$ cat config.mk
export PLATFORM = sky130hd
export DESIGN_NAME = page_mapping_table_unit
export DESIGN_NICKNAME = d
export VERILOG_FILES = /design/src/rtl/pmt_pkg.sv /design/src/rtl/pmt_cell.sv /design/src/rtl/page_mapping_table_unit.sv
export VERILOG_INCLUDE_DIRS = /design/src /design/src/rtl
export SDC_FILE = /design/constraint.sdc
export NUM_CORES = 2
export LEC_CHECK = 0
export BUFFER_PORTS_ARGS = -buffer_cell sky130_fd_sc_hd__buf_4
export CAP_MARGIN = 10
export CORE_ASPECT_RATIO = 0.8
export CORE_MARGIN = 3
export CORE_UTILIZATION = 40
export DETAILED_ROUTE_END_ITERATION = 16
export GPL_TIMING_DRIVEN = 0
export MAX_ROUTING_LAYER = met4
export PLACE_DENSITY = 0.59
export SLEW_MARGIN = 0
export SYNTH_ARGS = -nofsm -noshare
export SYNTH_HDL_FRONTEND = slang
export SYNTH_HIERARCHICAL = 1
export SYNTH_SLANG_ARGS = --single-unit
$ cat constraint.sdc
create_clock -name clk_i -period 7 [get_ports clk_i]
set_input_delay 1.4 -clock clk_i [delete_from_list [all_inputs] [get_ports clk_i]]
set_output_delay 1.4 -clock clk_i [all_outputs]
set_load 0.005 [all_outputs]
$ cat src/rtl/page_mapping_table_unit_macros.svh
// assertion macros for the page mapping table
`ifndef PAGE_MAPPING_TABLE_UNIT_MACROS_SVH
`define PAGE_MAPPING_TABLE_UNIT_MACROS_SVH

// condition implies consequence in the same cycle
`define PMT_ASSERT_SAME(lbl, clk, rst_n, a, c) \
  lbl: assert property (@(posedge clk) disable iff (!rst_n) (a) |-> (c)) \
    else $error("pmt assertion failed");

// condition implies consequence in the next cycle
`define PMT_ASSERT_NEXT(lbl, clk, rst_n, a, c) \
  lbl: assert property (@(posedge clk) disable iff (!rst_n) (a) |=> (c)) \
    else $error("pmt assertion failed");

`endif

$ cat src/rtl/pmt_pkg.sv
// shared constants for the page mapping table
package pmt_pkg;

  localparam int unsigned SlotCountDef = 16;
  localparam int unsigned PageBitsDef  = 12;
  localparam int unsigned FlagW        = 5;

  localparam int unsigned FlagItlb  = 2;
  localparam int unsigned FlagDtlb  = 3;
  localparam int unsigned FlagValid = 4;

  localparam logic [1:0] CmdMap    = 2'd0;
  localparam logic [1:0] CmdLookup = 2'd1;
  localparam logic [1:0] CmdRemove = 2'd2;
  localparam logic [1:0] CmdNone   = 2'd3;

  localparam logic [2:0] StOk       = 3'd0;
  localparam logic [2:0] StUpdated  = 3'd1;
  localparam logic [2:0] StOverwr   = 3'd2;
  localparam logic [2:0] StFull     = 3'd3;
  localparam logic [2:0] StNotFound = 3'd4;

endpackage

$ cat src/rtl/pmt_cell.sv
// one slot of the rotating mapping ring
module pmt_cell #(
  parameter int unsigned EntryW = 45
) (
  input  logic              clk_i,
  input  logic              rst_ni,
  input  logic              shift_i,
  input  logic [EntryW-1:0] entry_i,
  output logic [EntryW-1:0] entry_o
);

  logic [EntryW-1:0] entry_q;
  logic [EntryW-1:0] entry_d;

  always_comb begin
    entry_d = shift_i ? entry_i : entry_q;
  end

  always_ff @(posedge clk_i or negedge rst_ni) begin
    if (!rst_ni) begin
      entry_q <= '0;
    end else begin
      entry_q <= entry_d;
    end
  end

  assign entry_o = entry_q;

endmodule

$ cat src/rtl/page_mapping_table_unit.sv
// page mapping table: fully associative virtual to physical page map
//
// usage: a command word (map, lookup, remove) enters on the input channel
// (in_valid_i/in_ready_o) and exactly one result word leaves on the output
// channel (out_valid_o/out_ready_i). the slots sit in a ring of cells that
// rotates one slot per cycle past a single compare point.
// a command takes two full turns of the ring: the first finds the lowest
// matching valid slot and the highest free slot, the second writes the
// updated entry back as it passes. the result is registered in the done
// state once the output register is free; a new word is taken only when
// the unit is idle again, after the previous command has left done.
// a finished result waits in the output register while the next command
// is already taken; when the receiver stalls with a result still held,
// the ring finishes its turns and then waits.
// reset clears every slot to invalid and empties the output register.
module page_mapping_table_unit #(
  parameter int unsigned SLOT_COUNT = pmt_pkg::SlotCountDef,
  parameter int unsigned PAGE_BITS  = pmt_pkg::PageBitsDef
) (
  input  logic        clk_i,
  input  logic        rst_ni,
  input  logic        in_valid_i,
  output logic        in_ready_o,
  input  logic [1:0]  command_i,
  input  logic [31:0] virt_addr_i,
  input  logic [31:0] phys_addr_i,
  input  logic [3:0]  map_flags_i,
  output logic        out_valid_o,
  input  logic        out_ready_i,
  output logic [2:0]  status_o,
  output logic [31:0] found_page_o,
  output logic        hit_itlb_o,
  output logic        hit_dtlb_o,
  output logic        itlb_write_o,
  output logic        dtlb_write_o,
  output logic        dtlb_invalidate_o,
  output logic [31:0] tlb_virt_page_o,
  output logic [31:0] tlb_phys_word_o
);

  localparam int unsigned PW     = 32 - PAGE_BITS;
  localparam int unsigned FW     = pmt_pkg::FlagW;
  localparam int unsigned EntryW = 2 * PW + FW;
  localparam int unsigned CW     = (SLOT_COUNT > 1) ? $clog2(SLOT_COUNT) : 1;
  localparam logic [CW-1:0] LastIdx = CW'(SLOT_COUNT - 1);

  localparam logic [1:0] S_IDLE  = 2'd0;
  localparam logic [1:0] S_SCAN  = 2'd1;
  localparam logic [1:0] S_WRITE = 2'd2;
  localparam logic [1:0] S_DONE  = 2'd3;

  logic [1:0]    st_q, st_d;
  logic [CW-1:0] cnt_q, cnt_d;

  logic [1:0]    cmd_q;
  logic [PW-1:0] vpage_q, ppage_q;
  logic [3:0]    req_q;

  logic          hit_q, free_q;
  logic [CW-1:0] hit_idx_q, free_idx_q;
  logic [PW-1:0] hit_ppage_q;
  logic [FW-1:0] hit_flags_q;

  logic [EntryW-1:0] ring [SLOT_COUNT];
  logic [EntryW-1:0] head, feedback;
  logic              shift;
  logic [PW-1:0]     head_vpage;
  logic [FW-1:0]     head_flags;
  logic              head_match, last;

  // result of the command from the scan
  logic              r_wr_en;
  logic [CW-1:0]     r_wr_idx;
  logic [EntryW-1:0] r_wr_entry;
  logic [2:0]        r_status;
  logic [31:0]       r_found, r_tv, r_tp;
  logic              r_hi, r_hd, r_iw, r_dw, r_inv;
  logic [FW-1:0]     nf;

  assign head       = ring[0];
  assign head_vpage = head[EntryW-1 -: PW];
  assign head_flags = head[FW-1:0];
  assign head_match = head_flags[pmt_pkg::FlagValid] && (head_vpage == vpage_q);
  assign shift      = (st_q == S_SCAN) || (st_q == S_WRITE);
  assign last       = (cnt_q == LastIdx);
  assign feedback   = ((st_q == S_WRITE) && r_wr_en && (cnt_q == r_wr_idx)) ?
                      r_wr_entry : head;

  for (genvar g = 0; g < SLOT_COUNT; g++) begin : g_ring
    logic [EntryW-1:0] nxt;
    if (g == SLOT_COUNT - 1) begin : g_tail
      assign nxt = feedback;
    end else begin : g_mid
      assign nxt = ring[g+1];
    end
    pmt_cell #(.EntryW(EntryW)) u_cell (
      .clk_i   (clk_i),
      .rst_ni  (rst_ni),
      .shift_i (shift),
      .entry_i (nxt),
      .entry_o (ring[g])
    );
  end

  always_comb begin
    r_wr_en    = 1'b0;
    r_wr_idx   = hit_idx_q;
    r_wr_entry = '0;
    r_status   = pmt_pkg::StOk;
    r_found    = '0;
    r_tv       = '0;
    r_tp       = '0;
    r_hi       = 1'b0;
    r_hd       = 1'b0;
    r_iw       = 1'b0;
    r_dw       = 1'b0;
    r_inv      = 1'b0;
    nf         = '0;
    case (cmd_q)
      pmt_pkg::CmdMap: begin
        if (hit_q) begin
          if (hit_ppage_q == ppage_q) begin
            nf       = hit_flags_q | {1'b0, req_q};
            r_status = pmt_pkg::StUpdated;
          end else begin
            nf       = {1'b1, req_q};
            r_status = pmt_pkg::StOverwr;
          end
          r_wr_en = 1'b1;
        end else if (free_q) begin
          nf       = {1'b1, req_q};
          r_wr_en  = 1'b1;
          r_wr_idx = free_idx_q;
          r_status = pmt_pkg::StOk;
        end else begin
          r_status = pmt_pkg::StFull;
        end
        r_wr_entry = {vpage_q, ppage_q, nf};
        if (r_wr_en) begin
          r_tv = {vpage_q, {PAGE_BITS{1'b0}}};
          r_tp = {ppage_q, {PAGE_BITS{1'b0}}} | {30'd0, req_q[1:0]};
          r_iw = nf[pmt_pkg::FlagItlb];
          r_dw = nf[pmt_pkg::FlagDtlb];
        end
      end
      pmt_pkg::CmdLookup: begin
        if (hit_q) begin
          r_found = {hit_ppage_q, {PAGE_BITS{1'b0}}};
          r_hi    = hit_flags_q[pmt_pkg::FlagItlb];
          r_hd    = hit_flags_q[pmt_pkg::FlagDtlb];
        end else begin
          r_status = pmt_pkg::StNotFound;
        end
      end
      pmt_pkg::CmdRemove: begin
        if (hit_q) begin
          nf                     = hit_flags_q;
          nf[pmt_pkg::FlagValid] = 1'b0;
          r_wr_en    = 1'b1;
          r_wr_entry = {vpage_q, hit_ppage_q, nf};
          r_inv      = 1'b1;
          r_tv       = {vpage_q, {PAGE_BITS{1'b0}}};
        end else begin
          r_status = pmt_pkg::StNotFound;
        end
      end
      default: begin
      end
    endcase
  end

  logic out_free;
  assign out_free   = !out_valid_o || out_ready_i;
  assign in_ready_o = (st_q == S_IDLE);

  always_comb begin
    st_d  = st_q;
    cnt_d = cnt_q;
    case (st_q)
      S_IDLE: begin
        if (in_valid_i) begin
          st_d  = S_SCAN;
          cnt_d = '0;
        end
      end
      S_SCAN: begin
        cnt_d = last ? '0 : cnt_q + 1'b1;
        if (last) begin
          st_d = S_WRITE;
        end
      end
      S_WRITE: begin
        cnt_d = last ? '0 : cnt_q + 1'b1;
        if (last) begin
          st_d = S_DONE;
        end
      end
      S_DONE: begin
        if (out_free) begin
          st_d = S_IDLE;
        end
      end
      default: begin
        st_d  = S_IDLE;
        cnt_d = '0;
      end
    endcase
  end

  always_ff @(posedge clk_i or negedge rst_ni) begin
    if (!rst_ni) begin
      st_q        <= S_IDLE;
      cnt_q       <= '0;
      hit_q       <= 1'b0;
      free_q      <= 1'b0;
      out_valid_o <= 1'b0;
    end else begin
      st_q  <= st_d;
      cnt_q <= cnt_d;
      if (in_valid_i && in_ready_o) begin
        hit_q  <= 1'b0;
        free_q <= 1'b0;
      end else if (st_q == S_SCAN) begin
        if (head_match && !hit_q) begin
          hit_q <= 1'b1;
        end
        if (!head_flags[pmt_pkg::FlagValid]) begin
          free_q <= 1'b1;
        end
      end
      if ((st_q == S_DONE) && out_free) begin
        out_valid_o <= 1'b1;
      end else if (out_ready_i) begin
        out_valid_o <= 1'b0;
      end
    end
  end

  always_ff @(posedge clk_i) begin
    if (in_valid_i && in_ready_o) begin
      cmd_q   <= command_i;
      vpage_q <= virt_addr_i[31:PAGE_BITS];
      ppage_q <= phys_addr_i[31:PAGE_BITS];
      req_q   <= map_flags_i;
    end
    if (st_q == S_SCAN) begin
      if (head_match && !hit_q) begin
        hit_idx_q   <= cnt_q;
        hit_ppage_q <= head[FW +: PW];
        hit_flags_q <= head_flags;
      end
      if (!head_flags[pmt_pkg::FlagValid]) begin
        free_idx_q <= cnt_q;
      end
    end
    if ((st_q == S_DONE) && out_free) begin
      status_o          <= r_status;
      found_page_o      <= r_found;
      hit_itlb_o        <= r_hi;
      hit_dtlb_o        <= r_hd;
      itlb_write_o      <= r_iw;
      dtlb_write_o      <= r_dw;
      dtlb_invalidate_o <= r_inv;
      tlb_virt_page_o   <= r_tv;
      tlb_phys_word_o   <= r_tp;
    end
  end

`include "page_mapping_table_unit_macros.svh"

  `PMT_ASSERT_SAME(a_idle_cnt, clk_i, rst_ni, st_q == S_IDLE, cnt_q == '0)
  `PMT_ASSERT_NEXT(a_write_done, clk_i, rst_ni, (st_q == S_WRITE) && last, st_q == S_DONE)
  `PMT_ASSERT_SAME(a_inv_excl, clk_i, rst_ni, out_valid_o && dtlb_invalidate_o,
                   !itlb_write_o && !dtlb_write_o)

endmodule
==> impl_results.md <==
- Post-Layout Cell Count: between 3k and 4k
- Hold_sp: g_ring[0].u_cell/entry_o[9]$_DFFE_PN0P_
- RSZ-0062 raised after global routing: no
- WL final: 71.7 mm
- Worst hold stages: 0
- Placer Congestion: 0.773
- Largest net degree at the start of global routing: 131
- Slowest-stage cell, CP: or4_1
- CP Cell Sequence: inv_1 > ha_1 > nand3b_4 > mux2i_1 > xnor2_1 > or4_1 > buf_4 > buf_6 > mux2_4 > mux2_4
- Final instance area: roughly 42000 um^2
- Fillers: 7425
- Post-CTS setup repair buffer count: 0
- Synth Cell Area: 36100 um^2
- Std-Cell Rows: 97
- Power per cell area: about 430 nW/um^2
- Final hold vios: 0
- Worst Hold Endpoint: hit_ppage_q[4]$_DFFE_PP_
- IO Count: 180
- Highest clock rate: between 0.3 and 0.4 GHz
- Register area: roughly 22000 um^2
- Antenna-violating nets left: 0
- R2R Setup Slk: slightly below 4 ns
- Core Region: 88500 um^2
- Final setup fails: 0
- Initial antenna violation count: 5
- Skew-Pair Late Insertion Delay: approximately 0.64 ns
- Final Power: 17.8 mW
- Vias in the first global route: 17.7k
- DR vias: 16.4k
- First-pass iteration count of the detailed router: 8
- Drt drc: 0
- Share of cells above drive strength 1: 47.6%
- CTS tree: yes
- Cell mode on critical path: mux2_4
- Final net count: 2320
- Die Span Y: 275 um
- Vias per inst: 4.68
- Layout Skew: 0.0272 ns
- Setup TNS: 0 ns
- Num Clock Sinks: approximately 840
- Slew Viols, Final: 0
- Leak pwr: 20.7 nW
- Tightest Pin Transition: 1.09 ns
- Hold_buf cts: 0
- CTS Buf Count: 88
- Drt first-iter violations: 994
- RR Startpoint: cmd_q[0]$_DFFE_PP_
- Syn avg cell area: 18.2 um^2
- DIE AREA: ~94000 um^2
- Total grt overflow: 0
- Post-DP HPWL: 48.2 mm
- Critical path type: reg -> reg
- Clock Tree Root: clkbuf_16
- Crit path capture type: register
- Status: finished clean
- Yosys warnings: 6
- Worst r2r path cells: 10
- Post-route minimum period: 3.14 ns
- Critical path peak fanout: 9
- Post_cts resized: 0
- R2R Path End: g_ring[15].u_cell/entry_o[23]$_DFFE_PN0P_
- H-tree depth: 3
- CP required: roughly 7.5 ns
- Synthesized instance count: 1981
- Worst-path clk slew: 0.06 ns
- Post-layout util: 47.2%
- Initial Util: 40.8%
- Maximum clock path buffer count: 3
- Relative slew slack: 27.1%
- WP data arrival: 3.65 ns
- DR WL/cell: 20.5 um
- Final worst path period share: between 40% and 50%
- Die W: 342 um
- Worst Setup Start Kind: register
- Hold crit path type: reg -> reg
- GRT Total Usage: about 16%
- Placed Cells: roughly 3.3k
- Multi-input combinational cell area: 12500 um^2
- Global-route wire length before repair: 112 mm
- Layout area overhead: 15.6%
- Placed cell area: a little under 40000 um^2
- Peak supply drop: 0.338 mV
- # port buffers: 121
- Max-Cap Viols: 0
- Crit path largest cell delay: 0.58 ns
-- critical path: cells and delay by family (launching register included) --
family,cells,cell delay (ns)
muxes,3,0.83
adders and majority gates,1,0.31
and+or+nand+nor,2,0.74
DFF,1,0.56
buffers and inverters,3,0.50
xor gates and xnor gates,1,0.08
-- per-stage QoR --
stage / hold WS, ns / setup WS [ns]
2_1_floorplan: 0.441 / 2.91
5_1_grt: 0.483 / 3.74
4_1_cts: 0.476 / 3.87
3_5_place_dp: 0.456 / 3.57
3_3_place_gp: 0.458 / -3.15
6_report: 0.475 / 3.86
-- how the worst max path moves through the flow --
stage | slack (ns) | startpoint | cells past startpoint | end
after floorplan | 2.91 | vpage_q[1]$_DFFE_PP_ | 4 | hit_flags_q[2]$_DFFE_PP_
after global placement | -3.15 | rst_ni | 1 | g_ring[10].u_cell/entry_o[38]$_DFFE_PN0P_
after detailed placement | 3.57 | rst_ni | 4 | g_ring[11].u_cell/entry_o[38]$_DFFE_PN0P_
after CTS | 3.87 | cmd_q[1]$_DFFE_PP_ | 10 | g_ring[15].u_cell/entry_o[33]$_DFFE_PN0P_
after global routing | 3.74 | cmd_q[1]$_DFFE_PP_ | 10 | g_ring[15].u_cell/entry_o[33]$_DFFE_PN0P_
final | 3.86 | cmd_q[0]$_DFFE_PP_ | 10 | g_ring[15].u_cell/entry_o[23]$_DFFE_PN0P_
-- metal layers --
| metal | wire (um) | vias to the layer above | track usage (%) | share of wire [%] |
|---|---|---|---|---|
| met4 | 1720 | 0 | 4.52 | 2.4 |
| li1 | - | 7513 | - | - |
| met2 | 29400 | 298 | 21.3 | 41 |
| met1 | 37400 | 8451 | 24.3 | 52 |
| met3 | 3100 | 123 | 2.94 | 4.3 |
| met5 | 0 | - | - | 0 |
-- final cells by class --
type | instances | share of cell area, %
tap | 1188 | 3.56
clock inverter | 23 | 0.470
multi-input combinational | 1006 | 29.9
buffer | 136 | 4.36
antenna | 1 | 0.00599
clock buffer | 140 | 6.43
inverter | 28 | 0.252
sequential | 844 | 52.3
timing repair buffer | 133 | 2.74
-- power breakdown --
group	leakage (nW)	switching, mW	total [mW]	internal, mW
Sequential	11.0	0.394	6.04	5.65
Clock	1.42	1.91	4.62	2.71
Combinational	8.19	3.45	7.15	3.70
-- state kept, by name (all words and copies together), names as in the netlist, 2 cells and up --
signal                 flops
cmd_q                      2
cnt_q                      4
found_page_o              20
free_idx_q                 4
g_ring.u_cell/entry_o    688
hit_flags_q                3
hit_idx_q                  4
hit_ppage_q               20
ppage_q                   20
req_q                      4
st_q                       2
status_o                   3
tlb_phys_word_o           22
tlb_virt_page_o           20
vpage_q                   20
-- placed cells by master (no fill, tap or decap), types with 4 or more instances in the layout --
| cell | n |
|---|---|
| dfrtp_1 | 697 |
| mux2_4 | 656 |
| buf_4 | 159 |
| edfxtp_1 | 147 |
| clkbuf_16 | 95 |
| buf_12 | 64 |
| mux2_2 | 54 |
| clkbuf_1 | 48 |
| and2_1 | 45 |
| conb_1 | 34 |
| nand2_1 | 29 |
| inv_1 | 28 |
| xnor2_1 | 28 |
| mux2i_1 | 26 |
| and3_1 | 23 |
| a22o_1 | 22 |
| buf_6 | 18 |
| xor2_1 | 15 |
| clkinv_2 | 15 |
| clkbuf_8 | 14 |
| ha_1 | 9 |
| o21ai_0 | 7 |
| nand4_1 | 7 |
| buf_16 | 7 |
| nand3_1 | 6 |
| nor2b_1 | 6 |
| nand2b_1 | 5 |
| nor4_1 | 4 |
(Power assumes the default switching activity.)
